==> src/hw/rtl/sfr_pkg.sv <==
// Shared types and constants for the sync frame reassembler.
// Holds the payload structs, the front-to-back command struct and the start-word table.
// No dependencies.
package sfr_pkg;

  localparam logic       OpPush = 1'b0;
  localparam logic       OpRead = 1'b1;

  localparam logic [7:0] SyncB0 = 8'h55;
  localparam logic [7:0] SyncB1 = 8'hAA;
  localparam logic [7:0] SyncB2 = 8'hEB;
  localparam logic [7:0] SyncB3 = 8'h90;

  localparam logic [9:0] RecordLengthReset = 10'd300;
  localparam logic [9:0] MinFrame          = 10'd5;

  // Register index as decoded from paddr[2]
  localparam logic       RegRecordLength = 1'b0;

  typedef struct packed {
    logic       operation;
    logic [7:0] data_byte;
    logic [8:0] read_index;
  } in_item_t;

  typedef struct packed {
    logic [7:0] read_data;
    logic       frame_good;
    logic       frame_dropped;
    logic [9:0] frame_length;
    logic       locked;
  } out_item_t;

  // One classified item on its way to the buffer side
  typedef struct packed {
    logic       wr_en;
    logic [9:0] wr_pos;
    logic [7:0] wr_data;
    logic       rd_en;
    logic [8:0] rd_idx;
    logic       frame_good;
    logic       frame_dropped;
    logic [9:0] frame_length;
    logic       locked;
  } cmd_t;

  function automatic logic [7:0] sync_byte(input logic [1:0] pos);
    logic [7:0] b;
    case (pos)
      2'd0:    b = SyncB0;
      2'd1:    b = SyncB1;
      2'd2:    b = SyncB2;
      default: b = SyncB3;
    endcase
    return b;
  endfunction

endpackage

==> src/hw/rtl/sfr_fifo.sv <==
// Small register-based FIFO, used for the command queue and the result queue.
// Generic over the entry type; no package dependency.
module sfr_fifo #(
  parameter type T     = logic,
  parameter int  Depth = 4
) (
  input  logic                       clk_i,
  input  logic                       rst_ni,
  input  logic                       push_i,
  input  T                           data_i,
  output logic                       full_o,
  input  logic                       pop_i,
  output T                           data_o,
  output logic                       empty_o,
  output logic [$clog2(Depth+1)-1:0] count_o
);
  localparam int PtrW = (Depth > 1) ? $clog2(Depth) : 1;
  localparam int CntW = $clog2(Depth + 1);

  T              mem_q [Depth];
  logic [PtrW-1:0] wr_ptr_q, wr_ptr_d;
  logic [PtrW-1:0] rd_ptr_q, rd_ptr_d;
  logic [CntW-1:0] cnt_q, cnt_d;
  logic            do_push, do_pop;

  assign full_o  = (cnt_q == CntW'(Depth));
  assign empty_o = (cnt_q == '0);
  assign count_o = cnt_q;
  assign data_o  = mem_q[rd_ptr_q];
  assign do_push = push_i && !full_o;
  assign do_pop  = pop_i && !empty_o;

  always_comb begin
    wr_ptr_d = wr_ptr_q;
    rd_ptr_d = rd_ptr_q;
    cnt_d    = cnt_q;
    if (do_push) begin
      wr_ptr_d = (wr_ptr_q == PtrW'(Depth - 1)) ? '0 : wr_ptr_q + 1'b1;
    end
    if (do_pop) begin
      rd_ptr_d = (rd_ptr_q == PtrW'(Depth - 1)) ? '0 : rd_ptr_q + 1'b1;
    end
    if (do_push && !do_pop) begin
      cnt_d = cnt_q + 1'b1;
    end else if (do_pop && !do_push) begin
      cnt_d = cnt_q - 1'b1;
    end
  end

  always_ff @(posedge clk_i or negedge rst_ni) begin
    if (!rst_ni) begin
      wr_ptr_q <= '0;
      rd_ptr_q <= '0;
      cnt_q    <= '0;
    end else begin
      wr_ptr_q <= wr_ptr_d;
      rd_ptr_q <= rd_ptr_d;
      cnt_q    <= cnt_d;
    end
  end

  always_ff @(posedge clk_i) begin
    if (do_push) begin
      mem_q[wr_ptr_q] <= data_i;
    end
  end

endmodule

==> src/hw/rtl/sfr_back.sv <==
// Back end: executes buffer commands against the frame buffer memory, registers the
// read data and queues finished results. Depends on sfr_pkg and sfr_fifo.
module sfr_back #(
  parameter int BufferDepth = 512
) (
  input  logic              clk_i,
  input  logic              rst_ni,
  input  sfr_pkg::cmd_t     cmd_i,
  input  logic              cmd_empty_i,
  output logic              cmd_pop_o,
  output sfr_pkg::out_item_t out_o,
  output logic              empty_o,
  input  logic              pop_i
);
  import sfr_pkg::*;

  localparam int AddrW  = $clog2(BufferDepth);
  localparam int ODepth = 4;
  localparam int OCntW  = $clog2(ODepth + 1);

  logic [7:0]       mem_q [BufferDepth];
  logic [7:0]       rdata_q;
  logic             p_valid_q;
  cmd_t             p_cmd_q;
  out_item_t        res;
  logic [OCntW-1:0] ocount;
  logic             ofull;

  // Take a command only while the result queue has room for it and the one in flight
  assign cmd_pop_o = !cmd_empty_i &&
                     ((OCntW + 1)'(ocount) + (OCntW + 1)'(p_valid_q) < (OCntW + 1)'(ODepth));

  always_ff @(posedge clk_i) begin
    if (cmd_pop_o && cmd_i.wr_en) begin
      mem_q[AddrW'(cmd_i.wr_pos)] <= cmd_i.wr_data;
    end
    if (cmd_pop_o && cmd_i.rd_en) begin
      rdata_q <= mem_q[AddrW'(cmd_i.rd_idx)];
    end
    if (cmd_pop_o) begin
      p_cmd_q <= cmd_i;
    end
  end

  always_ff @(posedge clk_i or negedge rst_ni) begin
    if (!rst_ni) begin
      p_valid_q <= 1'b0;
    end else begin
      p_valid_q <= cmd_pop_o;
    end
  end

  always_comb begin
    res.read_data     = p_cmd_q.rd_en ? rdata_q : '0;
    res.frame_good    = p_cmd_q.frame_good;
    res.frame_dropped = p_cmd_q.frame_dropped;
    res.frame_length  = p_cmd_q.frame_length;
    res.locked        = p_cmd_q.locked;
  end

  sfr_fifo #(
    .T     (out_item_t),
    .Depth (ODepth)
  ) u_out_fifo (
    .clk_i   (clk_i),
    .rst_ni  (rst_ni),
    .push_i  (p_valid_q),
    .data_i  (res),
    .full_o  (ofull),
    .pop_i   (pop_i),
    .data_o  (out_o),
    .empty_o (empty_o),
    .count_o (ocount)
  );

endmodule

==> config.mk <==
export PLATFORM = sky130hd
export DESIGN_NAME = sfr_back
export DESIGN_NICKNAME = d
export VERILOG_FILES = /design/src/hw/rtl/sfr_pkg.sv /design/src/hw/rtl/sfr_fifo.sv /design/src/hw/rtl/sfr_back.sv
export SDC_FILE = /design/constraint.sdc
export NUM_CORES = 2
export LEC_CHECK = 0
export ABC_AREA = 1
export BUFFER_PORTS_ARGS = -buffer_cell sky130_fd_sc_hd__buf_2
export CORE_MARGIN = 10
export CORE_UTILIZATION = 45
export DETAILED_ROUTE_END_ITERATION = 8
export SETUP_SLACK_MARGIN = 0.1
export SYNTH_ARGS = -nofsm -noshare
export SYNTH_HDL_FRONTEND = slang
export SYNTH_HIERARCHICAL = 1
export SYNTH_MEMORY_MAX_BITS = 65536
export SYNTH_SLANG_ARGS = --single-unit
==> constraint.sdc <==
create_clock -name clk_i -period 3.3 [get_ports clk_i]
set_clock_uncertainty 0.05 [all_clocks]
set_input_delay 0.33 -clock clk_i [delete_from_list [all_inputs] [get_ports clk_i]]
set_output_delay 0.33 -clock clk_i [all_outputs]
set_load 0.01 [all_outputs]
==> results_dict.tcl <==
set metrics [dict create \
    status "finished clean" \
    holdPathEnd "p_cmd_q[22]$_DFFE_PP_" \
    hold_viol_final 0 \
    rsz0062_at_grt "no" \
    drt_iter0_drc 13600 \
    rr_worst_depth 9 \
    intPower_uw 88000 \
    setup_viol 0 \
    die_area_um2 406000 \
    synth_area_um2 171000 \
    grt_pass1_wl_mm 706 \
    clk_path_buf_depth 4 \
    tightest_slew_ns 0.984 \
    die_x_um 637 \
    power.share.clock_pct 40.8 \
    power.density_nw_per_um2 583 \
    grt_pass1_vias 107000 \
    start_util_pct 45.2 \
    drc 0 \
    via_per_inst 5.56 \
    period_needed_ns 3.02 \
    syn_avg_cell_area_um2 12.0 \
    final_core_util_pct 52.0 \
    finalNonFillerCells 20200 \
    cts_made_buffers 429 \
    area_delta_synth_final_pct 15.0 \
    routedWlPerCell_um 23.8 \
    p_comb_share_pct 7.5 \
    dp_hpwl_mm 291 \
    cts_tree "built" \
    max_freq_mhz 331 \
    grt_usage_pct 22.8 \
    reg2reg_to "mem_q[132][2]$_DFFE_PP_" \
    grt_antenna_before_repair 30 \
    end_kind "flop" \
    slew_headroom_pct 34.4 \
    drt-pass1-iter-count 7 \
    seqPwrFrac_pct 51.7 \
    rows 226 \
    path_class "reg -> reg" \
    hold_ws_ns 0.0251 \
    finalSetupTns_ns 0 \
    switching_share_pct 23.4 \
    p_leak_uw 0.0700 \
    vias 113000 \
    holdCritStartpoint "cmd_i[22]" \
    syn-num-nets 14300 \
    die_h_um 637 \
    cts-root-buf "clkbuf_16" \
    crit_path_max_fanout 10 \
    numPortBuffers 67 \
    crit_arrival_ns 3.60 \
    cts.sinks 4210 \
    r2r-start "u_out_fifo/count_o[0]$_DFFE_PN0P_" \
    post-route-period-util_pct 91.5 \
    placed_cells 19400 \
    p_total_uw 115000 \
    cp.required_ns 3.89 \
    h-tree-depth 5 \
    cap_viol_max_count 0 \
    nNetsFinal 14900 \
    clock_latency_ns 1.02 \
    synth_warnings 6 \
    drv_slew 0 \
    clk_pin_slew_worst_paths_ns 0.06 \
    postRouteAntennaNets 0 \
    core_area_um2 379000 \
    ir_drop_mv 0.610 \
    regToRegSetupSlack_ns 0.28 \
    routed_wirelength_mm 482 \
    grt_max_degree 152 \
    gp_congestion 0.864 \
    design.portCount 69 \
    worst_setup_path_start_kind "flop" \
    drive_above_1_share_pct 11.8 \
    p_switching_uw 26900 \
    hold_path_depth 2 \
    hold_class "in -> reg" \
    syn_inst 14200 \
    globalRoute.totalOverflow 0 \
]
-- cell type report --
class                   count  area, um2
diodes                     15       37.5
clock buffers             526      11200
clock inverters           266       2220
fillers                 32000     182000
inverters                  90        392
multi-input cells        8926      39200
flip-flops and latches   4210     126000
well taps                5016       6280
repair buffers           1177      11200
-- stage by stage --
| step | setup slack (ns) | cell area, um2 |
|---|---|---|
| floorplan | 0.457 | 171000 |
| global placement | 0.171 | 183000 |
| detailed placement | 0.174 | 183000 |
| CTS | 0.243 | 197000 |
| global route | 0.111 | 197000 |
| finish | 0.280 | 197000 |
-- power by group through the flow --
stage | registers (uW) | clock network, uW | logic [uW]
floorplan | 60400 | 0 | 4660
CTS | 59400 | 47500 | 8570
finish | 59400 | 46900 | 8580
detailed placement | 60600 | 0 | 8410
global route | 59400 | 49600 | 9280
global placement | 60600 | 0 | 8320
-- layout by cell type (no fill, tap or decap), types with 6 or more instances in the layout --
master         count
buf_12           186
buf_2             53
buf_4            884
buf_8             11
bufinv_16         29
clkbuf_1          92
clkbuf_16        434
clkinv_1         113
clkinv_2          92
clkinvlp_4         9
dfrtp_1            7
diode_2           15
dlygate4sd3_1     42
edfxtp_1        4202
ha_1               6
inv_1             80
inv_16             9
inv_6              7
nand2_1         4209
nand2_2           18
nand2_4           16
nand3_1         4091
nor2_1           527
nor2_2             6
o211ai_1          21
o211ai_2          21
-- what timing repair did --
action                                  CTS  global route
endpoints found under the hold margin   738             0
buffers inserted                          1             0
gates resized for setup                   0             1
endpoints found under the setup margin    1             8
hold buffers                             42             0
-- layer usage --
metal | up-vias | GRT usage, % | share of wire, %
met1 | 55200 | 32.2 | 42
met2 | 4594 | 36.7 | 47
met5 | - | 0 | 0.0029
met3 | 792 | 3.47 | 8.0
li1 | 51900 | - | -
met4 | 2 | 7.16 | 3.2
-- worst max-delay path by stage --
| stage | end | slack (ns) | start | cells after the start |
|---|---|---|---|---|
| global route | mem_q[132][2]$_DFFE_PP_ | 0.11 | u_out_fifo/count_o[0]$_DFFE_PN0P_ | 9 |
| floorplan | mem_q[15][0]$_DFFE_PP_ | 0.46 | u_out_fifo/count_o[0]$_DFFE_PN0P_ | 8 |
| CTS | mem_q[133][6]$_DFFE_PP_ | 0.24 | u_out_fifo/count_o[0]$_DFFE_PN0P_ | 9 |
| global placement | rdata_q[0]$_DFFE_PP_ | 0.17 | cmd_i[14] | 12 |
| detailed placement | rdata_q[0]$_DFFE_PP_ | 0.17 | cmd_i[14] | 12 |
| finish | mem_q[132][2]$_DFFE_PP_ | 0.28 | u_out_fifo/count_o[0]$_DFFE_PN0P_ | 9 |
-- critical path: stages, from the launching register on --
cell	delay, ns
dfrtp_1	0.44
nand3_1	0.10
nand3_1	0.11
inv_1	0.09
nand2_1	0.06
buf_4	0.20
nor3_2	0.22
buf_4	0.25
nand2_1	0.40
nor2_1	0.67
-- sequential cells by signal, indices dropped and copies added (netlist names) --
| signal | cells |
|---|---|
| u_out_fifo/mem_q | 84 |
| mem_q | 4096 |
| p_valid_q | 1 |
| rdata_q | 8 |
| u_out_fifo/count_o | 3 |
| p_cmd_q | 14 |
| u_out_fifo/rd_ptr_q | 2 |
| u_out_fifo/wr_ptr_q | 2 |
(Power assumes the default switching activity.)
