## src/hw/rtl/sfr_pkg.sv

```systemverilog
// Shared types and constants for the sync frame reassembler.
// Holds the payload structs, the front-to-back command struct and the start-word table.
// No dependencies.
package sfr_pkg;

  localparam logic       OpPush = 1'b0;
  localparam logic       OpRead = 1'b1;

  localparam logic [7:0] SyncB0 = 8'h55;
  localparam logic [7:0] SyncB1 = 8'hAA;
  localparam logic [7:0] SyncB2 = 8'hEB;
  localparam logic [7:0] SyncB3 = 8'h90;

  localparam logic [9:0] RecordLengthReset = 10'd300;
  localparam logic [9:0] MinFrame          = 10'd5;

  // Register index as decoded from paddr[2]
  localparam logic       RegRecordLength = 1'b0;

  typedef struct packed {
    logic       operation;
    logic [7:0] data_byte;
    logic [8:0] read_index;
  } in_item_t;

  typedef struct packed {
    logic [7:0] read_data;
    logic       frame_good;
    logic       frame_dropped;
    logic [9:0] frame_length;
    logic       locked;
  } out_item_t;

  // One classified item on its way to the buffer side
  typedef struct packed {
    logic       wr_en;
    logic [9:0] wr_pos;
    logic [7:0] wr_data;
    logic       rd_en;
    logic [8:0] rd_idx;
    logic       frame_good;
    logic       frame_dropped;
    logic [9:0] frame_length;
    logic       locked;
  } cmd_t;

  function automatic logic [7:0] sync_byte(input logic [1:0] pos);
    logic [7:0] b;
    case (pos)
      2'd0:    b = SyncB0;
      2'd1:    b = SyncB1;
      2'd2:    b = SyncB2;
      default: b = SyncB3;
    endcase
    return b;
  endfunction

endpackage

```

## src/hw/rtl/sfr_regs.sv

```systemverilog
// APB-style configuration register file: holds record_length.
// Depends on sfr_pkg.
module sfr_regs (
  input  logic        clk_i,
  input  logic        rst_ni,
  input  logic        psel,
  input  logic        penable,
  input  logic        pwrite,
  input  logic [2:0]  paddr,
  input  logic [31:0] pwdata,
  output logic [31:0] prdata,
  output logic        pready,
  output logic [9:0]  record_length_o
);
  import sfr_pkg::*;

  logic [9:0] record_length_q, record_length_d;
  logic       wr_hit;

  assign pready = 1'b1;
  assign wr_hit = psel && penable && pwrite && (paddr[2] == RegRecordLength);

  always_comb begin
    record_length_d = record_length_q;
    if (wr_hit) begin
      record_length_d = pwdata[9:0];
    end
  end

  always_ff @(posedge clk_i or negedge rst_ni) begin
    if (!rst_ni) begin
      record_length_q <= RecordLengthReset;
    end else begin
      record_length_q <= record_length_d;
    end
  end

  assign prdata          = (paddr[2] == RegRecordLength) ? 32'(record_length_q) : '0;
  assign record_length_o = record_length_q;

endmodule

```

## config.mk

```make
export PLATFORM = sky130hd
export DESIGN_NAME = sfr_regs
export DESIGN_NICKNAME = d
export VERILOG_FILES = /design/src/hw/rtl/sfr_pkg.sv /design/src/hw/rtl/sfr_regs.sv
export SDC_FILE = /design/constraint.sdc
export NUM_CORES = 1
export LEC_CHECK = 0
export ABC_AREA = 0
export ABC_CLOCK_PERIOD_IN_PS = 1900
export BUFFER_PORTS_ARGS = -buffer_cell sky130_fd_sc_hd__buf_2
export CAP_MARGIN = 15
export CORE_MARGIN = 2
export CORE_UTILIZATION = 34
export CTS_CLUSTER_DIAMETER = 60
export DETAILED_ROUTE_END_ITERATION = 12
export HOLD_SLACK_MARGIN = 0.15
export PLACE_DENSITY = 0.83
export RECOVER_POWER = 25
export SLEW_MARGIN = 10
export SYNTH_ARGS = -nofsm -noshare
export SYNTH_HDL_FRONTEND = slang
export SYNTH_SLANG_ARGS = --single-unit
```

## constraint.sdc

```tcl
create_clock -name clk_i -period 1.9 [get_ports clk_i]
set_input_delay 0.285 -clock clk_i [delete_from_list [all_inputs] [get_ports clk_i]]
set_output_delay 0.285 -clock clk_i [all_outputs]
set_load 0.02 [all_outputs]
```

==> results of run 1 <==
## layout by cell type, fill, tap and decap left out, drive strengths merged
cell,instances
buf,34
conb,23
nor2b,10
mux2,10
dfrtp,6
clkbuf,5
dfstp,4
nand4b,1
dlygate4sd3,1
## synthesized netlist by cell type (all sizes together)
master  instances
buf            24
mux2           10
nor2b          10
dfrtp           6
dfstp           4
conb            2
clkbuf          1
nand4b          1
## layer usage
metal / routed length (um) / up-vias / share of wire, %
met5: 0 / - / 0
met4: 0 / 0 / 0
met3: 112 / 0 / 10
met2: 603 / 33 / 55
met1: 380 / 201 / 35
li1: - / 208 / -
## timing repair
action	4_1_cts	5_1_grt
hold buffers	1	0
resized for setup	0	0
endpoints found under the hold margin	10	0
## area by class of cell
class                   instances  share of cell area (%)
repair buffers                 36                   22.37
multi-input cells              44                   39.27
flip-flops and latches         10                   31.05
clock buffers                   4                   3.196
well taps                      27                   4.110
## worst paths after layout
kind                                    start                 end  slack, ps  cells past startpoint
setup / recovery           record_length_o[8]           prdata[8]        540                      2
max in group asynchronous              rst_ni  record_length_o[8]       1010                      2
hold reg to reg            record_length_o[9]  record_length_o[9]        530                      1
setup reg to reg           record_length_o[1]  record_length_o[1]       1120                      1
hold / removal                      pwdata[7]  record_length_o[7]        250                      2
min in group asynchronous              rst_ni  record_length_o[9]        520                      2
## through the flow
step / setup slack (ps) / hold WS (ps)
5_1_grt: 450.5 / 230.5
3_3_place_gp: 591.8 / 150.2
4_1_cts: 525.3 / 235.1
2_1_floorplan: 679.7 / -10.59
6_report: 539.7 / 249.2
3_5_place_dp: 575.3 / 150.6
## kinds of logic after synthesis
kind of cell,after synthesis,synth area share (%)
buffers and inverters,25,27.32
flip-flops,10,37.16
multiplexers,10,21.86
other,2,1.093
AND/OR/NAND/NOR,11,12.57
## power by group through the flow
stage          sequential [mW]  combinational [mW]  clock, mW
2_1_floorplan            0.368               0.215          0
6_report                 0.308               0.337      0.150
3_5_place_dp             0.313               0.337          0
5_1_grt                  0.319               0.357      0.176
3_3_place_gp             0.309               0.335          0
4_1_cts                  0.310               0.340      0.160
==> flow_metrics.tcl, run 1 <==
set metrics [dict create \
    dp_hpwl_um 898 \
    met2_usage_pct 17.12 \
    clkPwrFrac_pct 18.9 \
    critical_path_buf_inv_count 1 \
    nNetsFinal 135 \
    die_h_um 48.95 \
    largest_reg_flops 10 \
    p_comb_share_pct 42.3 \
    fin_area_um2 822.0 \
    crit_required_ps 1620 \
    syn_area_um2 686.9 \
    placedCellCount 116 \
    grt_pass1_vias 368 \
    finalHoldViolCount 0 \
    fin_skew_ps 0 \
    numClockSinks 10 \
    critPathTopFamily "flip-flops" \
    drive_gt1_share_pct 55.32 \
    final_util_pct 42.33 \
    worstPathMaxFanout 3 \
    cp-end-kind "primary output" \
    p_seq_share_pct 38.7 \
    power_mw 0.7946 \
    grtUsageTotal_pct 9.961 \
    clkTransAtPathRegs_ps 70 \
    drt_first_iter_violations 4 \
    multi_input_area_um2 322.8 \
    cp_data_arrival_time_ps 1080 \
    grt_pass1_wl_um 1718 \
    top_usage_layer "met2" \
    htree_num_levels 1 \
    gr-usage-met3_pct 3.988 \
    post-route-period-util_pct 71.59 \
    drc 0 \
    cts_tree "built" \
    path_cells "nor2b_1 -> buf_2" \
    cp-start-kind "flip-flop" \
    p_leak_nw 0.4863 \
    cts_buffers 3 \
    power_switching_mw 0.2966 \
    postPlaceCellArea_um2 787.0 \
    drt_first_pass_iters 3 \
    slew_violations 0 \
    p_sw_share_pct 37.32 \
    setup_viol 0 \
    outcome "finished, final reports clean" \
    grt_max_degree 12 \
    die_area_um2 2396 \
    peakVddDrop_mv 0.3269 \
    die_w_um 48.95 \
    synth.top_cell.area_share_pct 25.14 \
    finalSetupTns_ps 0 \
    start_util_pct 35.37 \
    seqCellArea_um2 255.2 \
    syn_inst 58 \
    io_pins 83 \
    use_met1_pct 10.19 \
    max_freq_mhz 735.2 \
    synth.distinct_cells 9 \
    ys_top_cells_by_area "buf_4 25%, dfrtp_1 22%, mux2_4 22%" \
    fillers 196 \
    synth_top_cell_by_area "buf_4" \
    final_cells 121 \
    cts_setup_buffers 0 \
    wl_per_cell_um 9.058 \
    antenna_cells 0 \
    vias 442 \
    drt.antenna.violating_nets 0 \
    p_int_mw 0.4981 \
    ys_warn_count 0 \
    portBuffers 35 \
    avgViaCountPerCell 3.653 \
    min_period_ps 1360 \
    fp.coreArea_um2 1942 \
    rsz0062_at_grt "no" \
    clock_path_buffers 2 \
    seq_area_frac_synth_pct 37.16 \
    ys_seq_elements 10 \
    path_class "reg -> out" \
    hp-class "in -> reg" \
    slew_headroom_pct 65.72 \
    crit_path_max_incr_delay_ps 540 \
    avgSynthCellArea_um2 11.84 \
    gp_congestion 0.6675 \
    drv_cap 0 \
    slowest_stage "dfstp_2" \
    routed_wl_um 1096 \
    antenna_found_initial 0 \
    cts-root-buf "clkbuf_4" \
    area_growth_pct 19.67 \
    clkLatencyLatePin_ps 260 \
    worstMarginPinSlew_ps 514.2 \
    p_per_area_nw_per_um2 966.7 \
    fp-row-count 16 \
    grt-ovfl-total 0 \
]
Note: power is estimated with default switching activity, not from simulation.
==> inputs of run 2 (changes only) <==
- ABC_AREA: 0 -> 1
- ABC_CLOCK_PERIOD_IN_PS: 1900 -> 1200
- CORE_UTILIZATION: 34 -> 29
- PLACE_DENSITY: 0.83 -> 0.76
- clock period: 1.9 -> 1.2 ns (I/O delays scaled with it)
==> run 2 against run 1 <==
- the run now ends with negative setup slack left
- sequential cell count did not move
- count of clock-buffer cells in the layout unchanged
- power rose by 60%
- via count is 41% higher
- sequential power rose by 53%
- cell count increased by 40%
- non-clock buffer count increased by 13
- first-iteration DRC count grew to 3.0 times the previous value
- global-route usage grew 0.55 points
- cell area up 17%
- critical path depth increased by 1
==> flow_metrics.tcl, run 2 <==
set metrics [dict create \
    outcome "finished, violations left" \
    violations "negative setup slack" \
    cp_data_arrival_time_ps 1090 \
    clkLatencyLatePin_ps 260 \
    crit_required_ps 1020 \
    ys_seq_elements 10 \
    grtUsageTotal_pct 10.51 \
    drt.antenna.violating_nets 0 \
    p_leak_nw 0.5857 \
    wl_per_cell_um 9.006 \
    synth.distinct_cells 12 \
    start_util_pct 30.88 \
    hp-class "in -> reg" \
    die_h_um 52.54 \
    slew_headroom_pct 64.09 \
    path_class "reg -> out" \
    cp-start-kind "flip-flop" \
    max_freq_mhz 790.4 \
    dp_hpwl_um 1069 \
    fp.coreArea_um2 2212 \
    setup_slack_ps -65.13 \
    drt_first_pass_iters 5 \
    min_period_ps 1265 \
    seq_area_frac_synth_pct 37.36 \
    post-route-period-util_pct 105.4 \
    antenna_cells 0 \
    drv_cap 0 \
    cts_tree "built" \
    grt_pass1_wl_um 2001 \
    drive_gt1_share_pct 34.75 \
    preCtsSetupSlack_ps 226.4 \
    clock_path_buffers 2 \
    holdWs_ps 324.6 \
    drc 0 \
    numClockSinks 10 \
    gp_congestion 0.6552 \
    drt_first_iter_violations 12 \
    nNetsFinal 182 \
    synth.top_cell.area_share_pct 26.37 \
    synth-adder-area-share_pct 0 \
    htree_num_levels 1 \
    area_growth_pct 41.21 \
    grt-ovfl-total 0 \
    final_common_cell "buf_2" \
    ys_warn_count 0 \
    routed_wl_um 1522 \
    clkTransAtPathRegs_ps 70 \
    io_pins 83 \
    synth_top_cell_by_area "buf_4" \
    r2r_start "record_length_o[8]" \
    synth_top_family_by_area "buffers and inverters" \
    syn_area_um2 683.2 \
    fin_skew_ps 0 \
    cts-root-buf "clkbuf_4" \
    synth_edf_count 0 \
    finalHoldViolCount 0 \
    avgViaCountPerCell 3.686 \
    die_w_um 52.54 \
    grt_pass1_vias 477 \
    die_area_um2 2760 \
    layout_common_cells "27 x buf_2, 23 x conb_1, 21 x nand2_1" \
    fp-row-count 17 \
    setup_viol 4 \
    worstPathMaxFanout 3 \
    cp-end-kind "primary output" \
    yosysMostFrequentCell "buf_4" \
    antenna_found_initial 0 \
    synth_common_cells "24 x buf_4, 21 x nand2_1, 12 x inv_1" \
    async_flop_share_pct 100.0 \
    synth_xor_area_share_pct 0 \
    avgSynthCellArea_um2 7.346 \
    synthFlopType "dfrtp_1" \
    rsz0062_at_grt "yes" \
    hold_start "penable" \
    worstMarginPinSlew_ps 538.7 \
    synth-compound-area-share_pct 0 \
    slew_violations 0 \
    vias 623 \
    portBuffers 35 \
    setup.worst_path.start "record_length_o[2]" \
    p_per_area_nw_per_um2 1319 \
    syn_inst 93 \
    synthMuxAreaShare_pct 0 \
    synth-simple-area-share_pct 26.19 \
    peakVddDrop_mv 0.7931 \
    largest_reg_flops 10 \
    cts_buffers 3 \
    fillers 247 \
    grt_max_degree 12 \
    ys_top_cells_by_area "buf_4 26%, dfrtp_1 22%, dfstp_2 15%" \
]
[run 2: worst paths after layout]
kind                            slack (ps)            endpoint  cells after the start
worst max-delay path                   -70           prdata[2]                      3
worst min-delay path                   320  record_length_o[1]                      5
worst max register to register         400  record_length_o[8]                      3
worst min register to register         480  record_length_o[3]                      2
max in group asynchronous              420  record_length_o[3]                      2
min in group asynchronous              410  record_length_o[6]                      2
[run 2: timing repair]
action | in CTS | in global routing
endpoints found under the setup margin | 4 | 5
setup buffers | 0 | 1
cloned | 0 | 0
hold buffers | 10 | 1
resized for setup | 4 | 6
hold endpoints to repair | 19 | 1
[run 2: layout make-up]
| type | count | area, um2 | share of cell area, % |
|---|---|---|---|
| Sequential cell | 10 | 255.2 | 26.46 |
| Multi-Input combinational cell | 66 | 265.3 | 27.50 |
| Tap cell | 28 | 35.03 | 3.632 |
| Inverter | 12 | 45.04 | 4.669 |
| Timing Repair Buffer | 49 | 327.8 | 33.98 |
| Clock buffer | 4 | 36.28 | 3.761 |
[run 2: stage by stage]
step	setup TNS [ps]	total power [mW]	std cells	utilization [%]	instance area [um2]
6_report	-160.2	1.273	169	43.61	964.7
5_1_grt	-442.3	1.366	169	43.61	964.7
4_1_cts	-206.6	1.258	167	42.36	937.1
3_5_place_dp	0	0.9168	153	35.75	790.8
3_3_place_gp	0	0.9086	153	35.75	790.8
2_1_floorplan	0	0.8273	114	-	762.0
[run 2: logic make-up (layout without fill, tap and decap cells)]
family / Yosys count / in the layout
and+or+nand+nor: 43 / 43
buffers and inverters: 38 / 65
DFF: 10 / 10
other: 2 / 23
[run 2: where the power goes]
| part | switching [mW] | internal (mW) | total (mW) |
|---|---|---|---|
| clock | 0.112 | 0.184 | 0.296 |
| sequential | 0.0505 | 0.420 | 0.470 |
| combinational | 0.322 | 0.185 | 0.506 |
| total | 0.484 | 0.789 | 1.27 |
[run 2: critical path: stages (launching register included)]
cell and delay (ps):
dfstp_2 550, inv_1 40, nor2_1 90, buf_4 150
[run 2: metal layers]
| layer | up-vias | global-route usage (%) | part of all wire [%] |
|---|---|---|---|
| met1 | 266 | 10.02 | 40 |
| met2 | 33 | 19.79 | 53 |
| met4 | 0 | 1.282 | 0 |
| met3 | 0 | 6.000 | 7.2 |
| met5 | - | 0 | 0 |
| li1 | 324 | - | - |
