`src/hw/rtl/sfr_pkg.sv`:
```
// Shared types and constants for the sync frame reassembler.
// Holds the payload structs, the front-to-back command struct and the start-word table.
// No dependencies.
package sfr_pkg;

  localparam logic       OpPush = 1'b0;
  localparam logic       OpRead = 1'b1;

  localparam logic [7:0] SyncB0 = 8'h55;
  localparam logic [7:0] SyncB1 = 8'hAA;
  localparam logic [7:0] SyncB2 = 8'hEB;
  localparam logic [7:0] SyncB3 = 8'h90;

  localparam logic [9:0] RecordLengthReset = 10'd300;
  localparam logic [9:0] MinFrame          = 10'd5;

  // Register index as decoded from paddr[2]
  localparam logic       RegRecordLength = 1'b0;

  typedef struct packed {
    logic       operation;
    logic [7:0] data_byte;
    logic [8:0] read_index;
  } in_item_t;

  typedef struct packed {
    logic [7:0] read_data;
    logic       frame_good;
    logic       frame_dropped;
    logic [9:0] frame_length;
    logic       locked;
  } out_item_t;

  // One classified item on its way to the buffer side
  typedef struct packed {
    logic       wr_en;
    logic [9:0] wr_pos;
    logic [7:0] wr_data;
    logic       rd_en;
    logic [8:0] rd_idx;
    logic       frame_good;
    logic       frame_dropped;
    logic [9:0] frame_length;
    logic       locked;
  } cmd_t;

  function automatic logic [7:0] sync_byte(input logic [1:0] pos);
    logic [7:0] b;
    case (pos)
      2'd0:    b = SyncB0;
      2'd1:    b = SyncB1;
      2'd2:    b = SyncB2;
      default: b = SyncB3;
    endcase
    return b;
  endfunction

endpackage

```
`src/hw/rtl/sfr_front.sv`:
```
// Front end: takes input beats, tracks start-word hunt and frame collection,
// and turns each beat into a buffer command with its result flags. Depends on sfr_pkg.
module sfr_front #(
  parameter int BufferDepth = 512
) (
  input  logic             clk_i,
  input  logic             rst_ni,
  input  logic             accept_i,
  input  sfr_pkg::in_item_t item_i,
  input  logic [9:0]       record_length_i,
  output sfr_pkg::cmd_t    cmd_o
);
  import sfr_pkg::*;

  logic [9:0] cnt_q, cnt_d;
  logic       locked_q, locked_d;
  logic [7:0] sum_q, sum_d;
  logic [9:0] cnt_inc;
  logic [7:0] b;
  logic [1:0] pos;
  logic       ok;

  assign b       = item_i.data_byte;
  assign pos     = cnt_q[1:0];
  assign cnt_inc = cnt_q + 10'd1;

  assign ok = (cnt_inc == record_length_i) && (record_length_i >= MinFrame) &&
              (32'(record_length_i) <= BufferDepth) && (sum_q == b);

  always_comb begin
    cnt_d    = cnt_q;
    locked_d = locked_q;
    sum_d    = sum_q;
    cmd_o    = '0;
    cmd_o.wr_data = b;
    cmd_o.rd_idx  = item_i.read_index;
    if (item_i.operation == OpRead) begin
      cmd_o.rd_en = (32'(item_i.read_index) < BufferDepth);
    end else if (!locked_q) begin
      if (b == sync_byte(pos)) begin
        cmd_o.wr_en  = (32'(pos) < BufferDepth);
        cmd_o.wr_pos = 10'(pos);
        sum_d        = sum_q + b;
        cnt_d        = 10'(pos) + 10'd1;
        locked_d     = (pos == 2'd3);
      end else if (b == SyncB0) begin
        // restart the hunt with this byte as the first start-word byte
        cmd_o.wr_en  = 1'b1;
        cmd_o.wr_pos = '0;
        sum_d        = SyncB0;
        cnt_d        = 10'd1;
      end else begin
        sum_d = '0;
        cnt_d = '0;
      end
    end else begin
      cmd_o.wr_en  = (32'(cnt_q) < BufferDepth);
      cmd_o.wr_pos = cnt_q;
      sum_d        = sum_q + b;
      cnt_d        = cnt_inc;
      if (cnt_inc >= record_length_i) begin
        cmd_o.frame_good    = ok;
        cmd_o.frame_dropped = !ok;
        cmd_o.frame_length  = ok ? record_length_i : '0;
        cnt_d    = '0;
        sum_d    = '0;
        locked_d = 1'b0;
      end
    end
    cmd_o.locked = locked_d;
  end

  always_ff @(posedge clk_i or negedge rst_ni) begin
    if (!rst_ni) begin
      cnt_q    <= '0;
      locked_q <= 1'b0;
      sum_q    <= '0;
    end else if (accept_i) begin
      cnt_q    <= cnt_d;
      locked_q <= locked_d;
      sum_q    <= sum_d;
    end
  end

endmodule

```
`config.mk`:
```
export PLATFORM = sky130hd
export DESIGN_NAME = sfr_front
export DESIGN_NICKNAME = d
export VERILOG_FILES = /design/src/hw/rtl/sfr_pkg.sv /design/src/hw/rtl/sfr_front.sv
export SDC_FILE = /design/constraint.sdc
export NUM_CORES = 1
export LEC_CHECK = 0
export ABC_AREA = 1
export BUFFER_PORTS_ARGS = -buffer_cell sky130_fd_sc_hd__buf_2
export CAP_MARGIN = 40
export CORE_MARGIN = 2
export CORE_UTILIZATION = 40
export DETAILED_ROUTE_END_ITERATION = 12
export MAX_ROUTING_LAYER = met4
export PLACE_DENSITY = 0.66
export REMOVE_ABC_BUFFERS = 1
export SLEW_MARGIN = 20
export SYNTH_ARGS = -nofsm -noshare
export SYNTH_HDL_FRONTEND = slang
export SYNTH_SLANG_ARGS = --single-unit
```
`constraint.sdc`:
```
create_clock -name clk_i -period 7.3 [get_ports clk_i]
set_input_delay 1.46 -clock clk_i [delete_from_list [all_inputs] [get_ports clk_i]]
set_output_delay 1.46 -clock clk_i [all_outputs]
set_load 0.02 [all_outputs]
```
==> flow_metrics.tcl, run 1 <==
set metrics [dict create \
    status "finished, final reports clean" \
    die_h_um 78.6 \
    cts.repair.resized 0 \
    syn_to_final_growth_pct 9.49 \
    clock_latency_ps 260 \
    critPathMaxFanout 11 \
    worst_slew_pin_slew_ps 613 \
    layoutNonFillerInstCount 435 \
    gp_congestion 0.956 \
    rrSetupSlack_ps 4460 \
    dp_cells 431 \
    rsz0062_at_grt "no" \
    dr.pass1.iters 4 \
    multi_input_area_sq_um 1350 \
    synthSimpleGateAreaFrac_pct 36.3 \
    die-area_sq_um 6180 \
    fp.dieW_um 78.6 \
    critPathArrivalTime_ps 3400 \
    dpl-instance-area_sq_um 2390 \
    ios 73 \
    regArea_sq_um 475 \
    port_buffers 54 \
    worstSetupPathType "input pin to output pin" \
    leakage_nw 1.39 \
    layout_common_cells "nand2_1 (78), buf_2 (54), inv_1 (53)" \
    grt_pass1_vias 1926 \
    root_buffer "clkbuf_8" \
    min_period_ps 4860 \
    drive_above_1_share_pct 21.5 \
    required_ps 5840 \
    max-vdd-ir-drop_uv 55.4 \
    power.density_nw_per_um2 97.7 \
    drv_cap 0 \
    wire_per_inst_um 12.4 \
    yosys.area_share.adder_pct 12.7 \
    clk_pin_slew_ps 80 \
    holdBufCountCts 0 \
    synth-compound-area-share_pct 6.18 \
    drc 0 \
    finalCritPeriodShare_pct 66.6 \
    yosysWarnings 0 \
    layout_commonest_cell "nand2_1" \
    cts_buffer_depth 2 \
    core_area_sq_um 5440 \
    hold_slack_ps 508 \
    synth_area_sq_um 2230 \
    slew_violations 0 \
    synth_top_family_by_area "simple AND/OR/NAND/NOR gates" \
    routed_via_density 4.86 \
    fillerInstances 595 \
    drt_iter0_drc 56 \
    drtAntennaViolNets 0 \
    cts_buffers 3 \
    nets 417 \
    yosysUniqueCellTypes 32 \
    yosysSeqAreaShare_pct 21.3 \
    fp-row-count 27 \
    vias 2116 \
    cp-end-kind "output pin" \
    grt_pass1_wl_mm 8.85 \
    postRouteWirelength_mm 5.38 \
    synth_mux_area_share_pct 0 \
    slew_headroom_pct 59.1 \
    postCtsSetupBuffers 0 \
    diodes 0 \
    synth.avg_cell_area_sq_um 6.73 \
    min_path_type "flop to flop" \
    h-tree-depth 1 \
    setup_violations 0 \
    start_util_pct 41.0 \
    synth_seq_cells 19 \
    cts_tree "done" \
    grt_antenna_before_repair 0 \
    hold_viol_final 0 \
    clock_skew_ps 4.07 \
    synth-xor-area-share_pct 5.50 \
    hpwl_mm 4.35 \
    fin_area_sq_um 2440 \
    fin_tns_setup_ps 0 \
    fmax_ghz 0.206 \
    cp-start-kind "input pin" \
    synthCells 331 \
    grt_util_all_layers_pct 18.2 \
    cts_num_sinks 19 \
    grt_max_degree 20 \
    gr-total-overflow 0 \
]
==> through the flow <==
stage / total power [mW] / worst slack, ps / utilization (%)
floorplan: 0.139 / 2670 / -
global placement: 0.163 / 2510 / 44.0
detailed placement: 0.164 / 2430 / 44.0
CTS: 0.241 / 2420 / 44.9
global route: 0.251 / 2180 / 44.9
finish: 0.238 / 2440 / 44.9
==> registers in the layout, indices dropped and copies added (netlist names) <==
| register | cells |
|---|---|
| cnt_q | 10 |
| locked_q | 1 |
| sum_q | 8 |
==> report_power, final <==
part           internal [mW]  total (mW)  switching, mW
Sequential             0.107       0.108        0.00153
Clock                 0.0388      0.0763         0.0374
Combinational         0.0187      0.0538         0.0351
Total                  0.164       0.238         0.0741
==> final timing paths <==
kind	startpoint	endpoint	cells past startpoint
worst min-delay path	sum_q[2]	sum_q[2]	2
worst max-delay path	item_i[11]	cmd_o[1]	10
worst min register to register	sum_q[2]	sum_q[2]	2
min in group asynchronous	rst_ni	sum_q[1]	1
max in group asynchronous	rst_ni	cnt_q[9]	1
worst max register to register	cnt_q[0]	cnt_q[9]	14
==> layout make-up <==
cell class	instances	share of cell area, %
inverters	55	8.46
repair buffers	54	11.1
clock buffers	4	1.85
multi-input cells	231	55.4
well taps	72	3.69
flip-flops and latches	19	19.5
==> layer usage <==
layer | vias up | GRT usage, % | routed length (um)
met5 | - | - | 0
met3 | 8 | 2.30 | 267
li1 | 1108 | - | -
met1 | 940 | 23.6 | 2570
met4 | 0 | 7.19 | 115
met2 | 60 | 28.9 | 2430
==> Yosys cell counts <==
library cell   n  share of area, %
inv_2          1              0.17
buf_1          1              0.17
nor3_2         9               4.0
nor2_1        26               4.4
o22ai_1        7               2.0
clkinv_1       1              0.17
dfrtp_1       19                21
inv_1         53               8.9
nor2_2         3              0.84
a21o_1         1              0.34
xnor2_1        4               1.6
nor3_1        13               2.9
xor2_1        10               3.9
nand4_1        7               2.0
clkbuf_1       1              0.17
fa_1           1              0.90
nand3b_1       2              0.67
o21a_1         1              0.34
ha_1          21                12
buf_2          2              0.45
nand3_2        3               1.3
buf_6          3               1.5
o211ai_1       1              0.34
nand2_1       78                13
nand3_1       25               5.6
or2_2          2              0.56
nand2_2        3              0.84
o21ai_1        2              0.45
o21ai_0        4              0.90
a31oi_1        1              0.28
a21oi_1        7               1.6
buf_4         19               6.4
==> worst max-delay path: stages <==
cell     delay [ps]
buf_2           130
ha_1            410
nor2_1          140
nand2_1          50
nor2_1           80
nand3_1          70
nor2_1          140
nand3_1         420
nor3_1          290
buf_2           210
==> cells by family after synthesis <==
group	Yosys count
flip-flops	19
XOR/XNOR	14
AO/OA/AOI/OAI	24
AND/OR/NAND/NOR	171
buffers and inverters	81
adder cells (fa/ha/maj)	22
(Power assumes the default switching activity.)
==> inputs of run 2 (changes only) <==
==> constraint.sdc (replaced) <==
create_clock -name clk_i -period 4.6 [get_ports clk_i]
set_input_delay 0.92 -clock clk_i [delete_from_list [all_inputs] [get_ports clk_i]]
set_output_delay 0.92 -clock clk_i [all_outputs]
set_load 0.02 [all_outputs]
==> run 2 against run 1 <==
Compared with the run above:
- total power grew 61%
- highest routed layer unchanged
- count of clock-buffer cells in the layout shrank 1
- critical path depth grew 6
- worst setup slack lost 2000 ps
- first-iteration DRC count grew 61%
- final cell count is the same
- combinational power grew 58%
- sequential cell count is the same
- die area is the same
- critical endpoint is now cmd_o[11]
- hold slack lost 13 ps
- cell area grew 0.26%
==> flow_metrics.tcl, run 2 (same netlist as run 1, synthesis figures left out) <==
set metrics [dict create \
    fin_tns_setup_ps 0 \
    nets 417 \
    power.density_nw_per_um2 157 \
    rsz0062_at_grt "no" \
    cp-end-kind "output pin" \
    fillerInstances 568 \
    cp-startpoint "cnt_q[0]" \
    multi_input_area_sq_um 1360 \
    drc 0 \
    wire_per_inst_um 12.0 \
    routed_via_density 4.89 \
    grt_antenna_before_repair 0 \
    grt_pass1_wl_mm 8.55 \
    holdBufCountCts 0 \
    min_period_ps 4190 \
    min_path_type "flop to flop" \
    reg.largest.list "cnt_q: 10 flops, sum_q: 8 flops, locked_q: 1 flops" \
    cts_tree "done" \
    hpwl_mm 4.23 \
    fp-row-count 27 \
    rr_endpoint "cnt_q[6]" \
    regMostFlops "cnt_q" \
    gp_congestion 0.852 \
    die-area_sq_um 6180 \
    vias 2129 \
    finalCritPeriodShare_pct 91.0 \
    root_buffer "clkbuf_8" \
    diodes 0 \
    start_util_pct 41.0 \
    core_area_sq_um 5440 \
    grt_pass1_vias 1898 \
    grt_max_degree 20 \
    worst_slew_pin_slew_ps 616 \
    leakage_nw 1.39 \
    status "finished, final reports clean" \
    dr.pass1.iters 4 \
    clk_pin_slew_ps 80 \
    syn_to_final_growth_pct 9.77 \
    fp.dieW_um 78.6 \
    cts_buffers 3 \
    max-vdd-ir-drop_uv 89.0 \
    dpl-instance-area_sq_um 2390 \
    met3_usage_pct 2.41 \
    required_ps 3680 \
    use_met2_pct 28.2 \
    ios 73 \
    drt_iter0_drc 90 \
    slew_headroom_pct 58.9 \
    drtAntennaViolNets 0 \
    die_h_um 78.6 \
    rrSetupSlack_ps 1750 \
    fmax_ghz 0.239 \
    clock_latency_ps 270 \
    largest_register_ff_count 10 \
    postCtsSetupBuffers 0 \
    worstSetupPathType "flop to output pin" \
    hold_slack_ps 495 \
    r2r-start "cnt_q[0]" \
    setup_violations 0 \
    port_buffers 54 \
    crit_end "cmd_o[11]" \
    h-tree-depth 1 \
    fin_util_pct 45.0 \
    drv_cap 0 \
    hold_depth 2 \
    critPathMaxFanout 12 \
    clock_skew_ps 4.19 \
    regArea_sq_um 475 \
    postRouteWirelength_mm 5.23 \
    grt_busiest_layer "met2" \
    grt.met1_usage_pct 23.4 \
    drive_above_1_share_pct 22.0 \
    fin_area_sq_um 2450 \
    gr-total-overflow 0 \
    grt_util_all_layers_pct 17.7 \
    cts.repair.resized 0 \
    cts_buffer_depth 2 \
    cts_num_sinks 19 \
    hold_viol_final 0 \
    r2r_cells 14 \
    cp-start-kind "flop" \
    critPathArrivalTime_ps 3270 \
    slew_violations 0 \
    layout_common_cells "nand2_1 (78), buf_2 (54), inv_1 (53)" \
    layout_commonest_cell "nand2_1" \
]
[run 2: how the worst min path moves through the flow]
stage | startpoint | slack (ps) | end
after floorplan | sum_q[0] | 450 | sum_q[0]
after global placement | sum_q[2] | 480 | sum_q[2]
after detailed placement | sum_q[0] | 480 | sum_q[0]
after CTS | sum_q[0] | 500 | sum_q[0]
after global routing | sum_q[0] | 520 | sum_q[0]
final | sum_q[0] | 500 | sum_q[0]
[run 2: area by class of cell]
cell class	instances	area share, %
clock buffer	3	1.69
clock inverter	1	0.205
inverter	55	8.44
multi-input combinational	231	55.5
sequential	19	19.4
tap	72	3.68
timing repair buffer	54	11.0
[run 2: worst max-delay path: stages, from the launching register on]
cell and delay (ps):
dfrtp_1 530, ha_1 300, nand3_1 140, nor2_1 160, nand3_1 100, xor2_1 200, inv_1 80, ha_1 270
nand2_1 70, nor2_2 160, nand3_1 110, nand3_2 110, nand2_2 80, inv_2 70, nand2_2 190, a31oi_1 220
buf_2 190
[run 2: layer usage]
layer | share of wire (%) | vias up
met1 | 48 | 957
met4 | 1.2 | 0
met5 | 0 | -
met2 | 45 | 64
met3 | 5.1 | 5
li1 | - | 1103
[run 2: where the power goes]
group / switching [mW] / leakage [nW] / total (mW) / internal (mW)
Combinational: 0.0555 / 1.11 / 0.0851 / 0.0296
Sequential: 0.00184 / 0.262 / 0.171 / 0.169
Clock: 0.0671 / 0.0255 / 0.128 / 0.0607
[run 2: through the flow]
step | setup slack (ps) | std cells | total power, mW
after detailed placement | 613 | 431 | 0.260
after global placement | 581 | 431 | 0.259
after global routing | 4.74 | 435 | 0.402
after CTS | 297 | 435 | 0.387
after floorplan | 893 | 305 | 0.220
final | 413 | 435 | 0.384
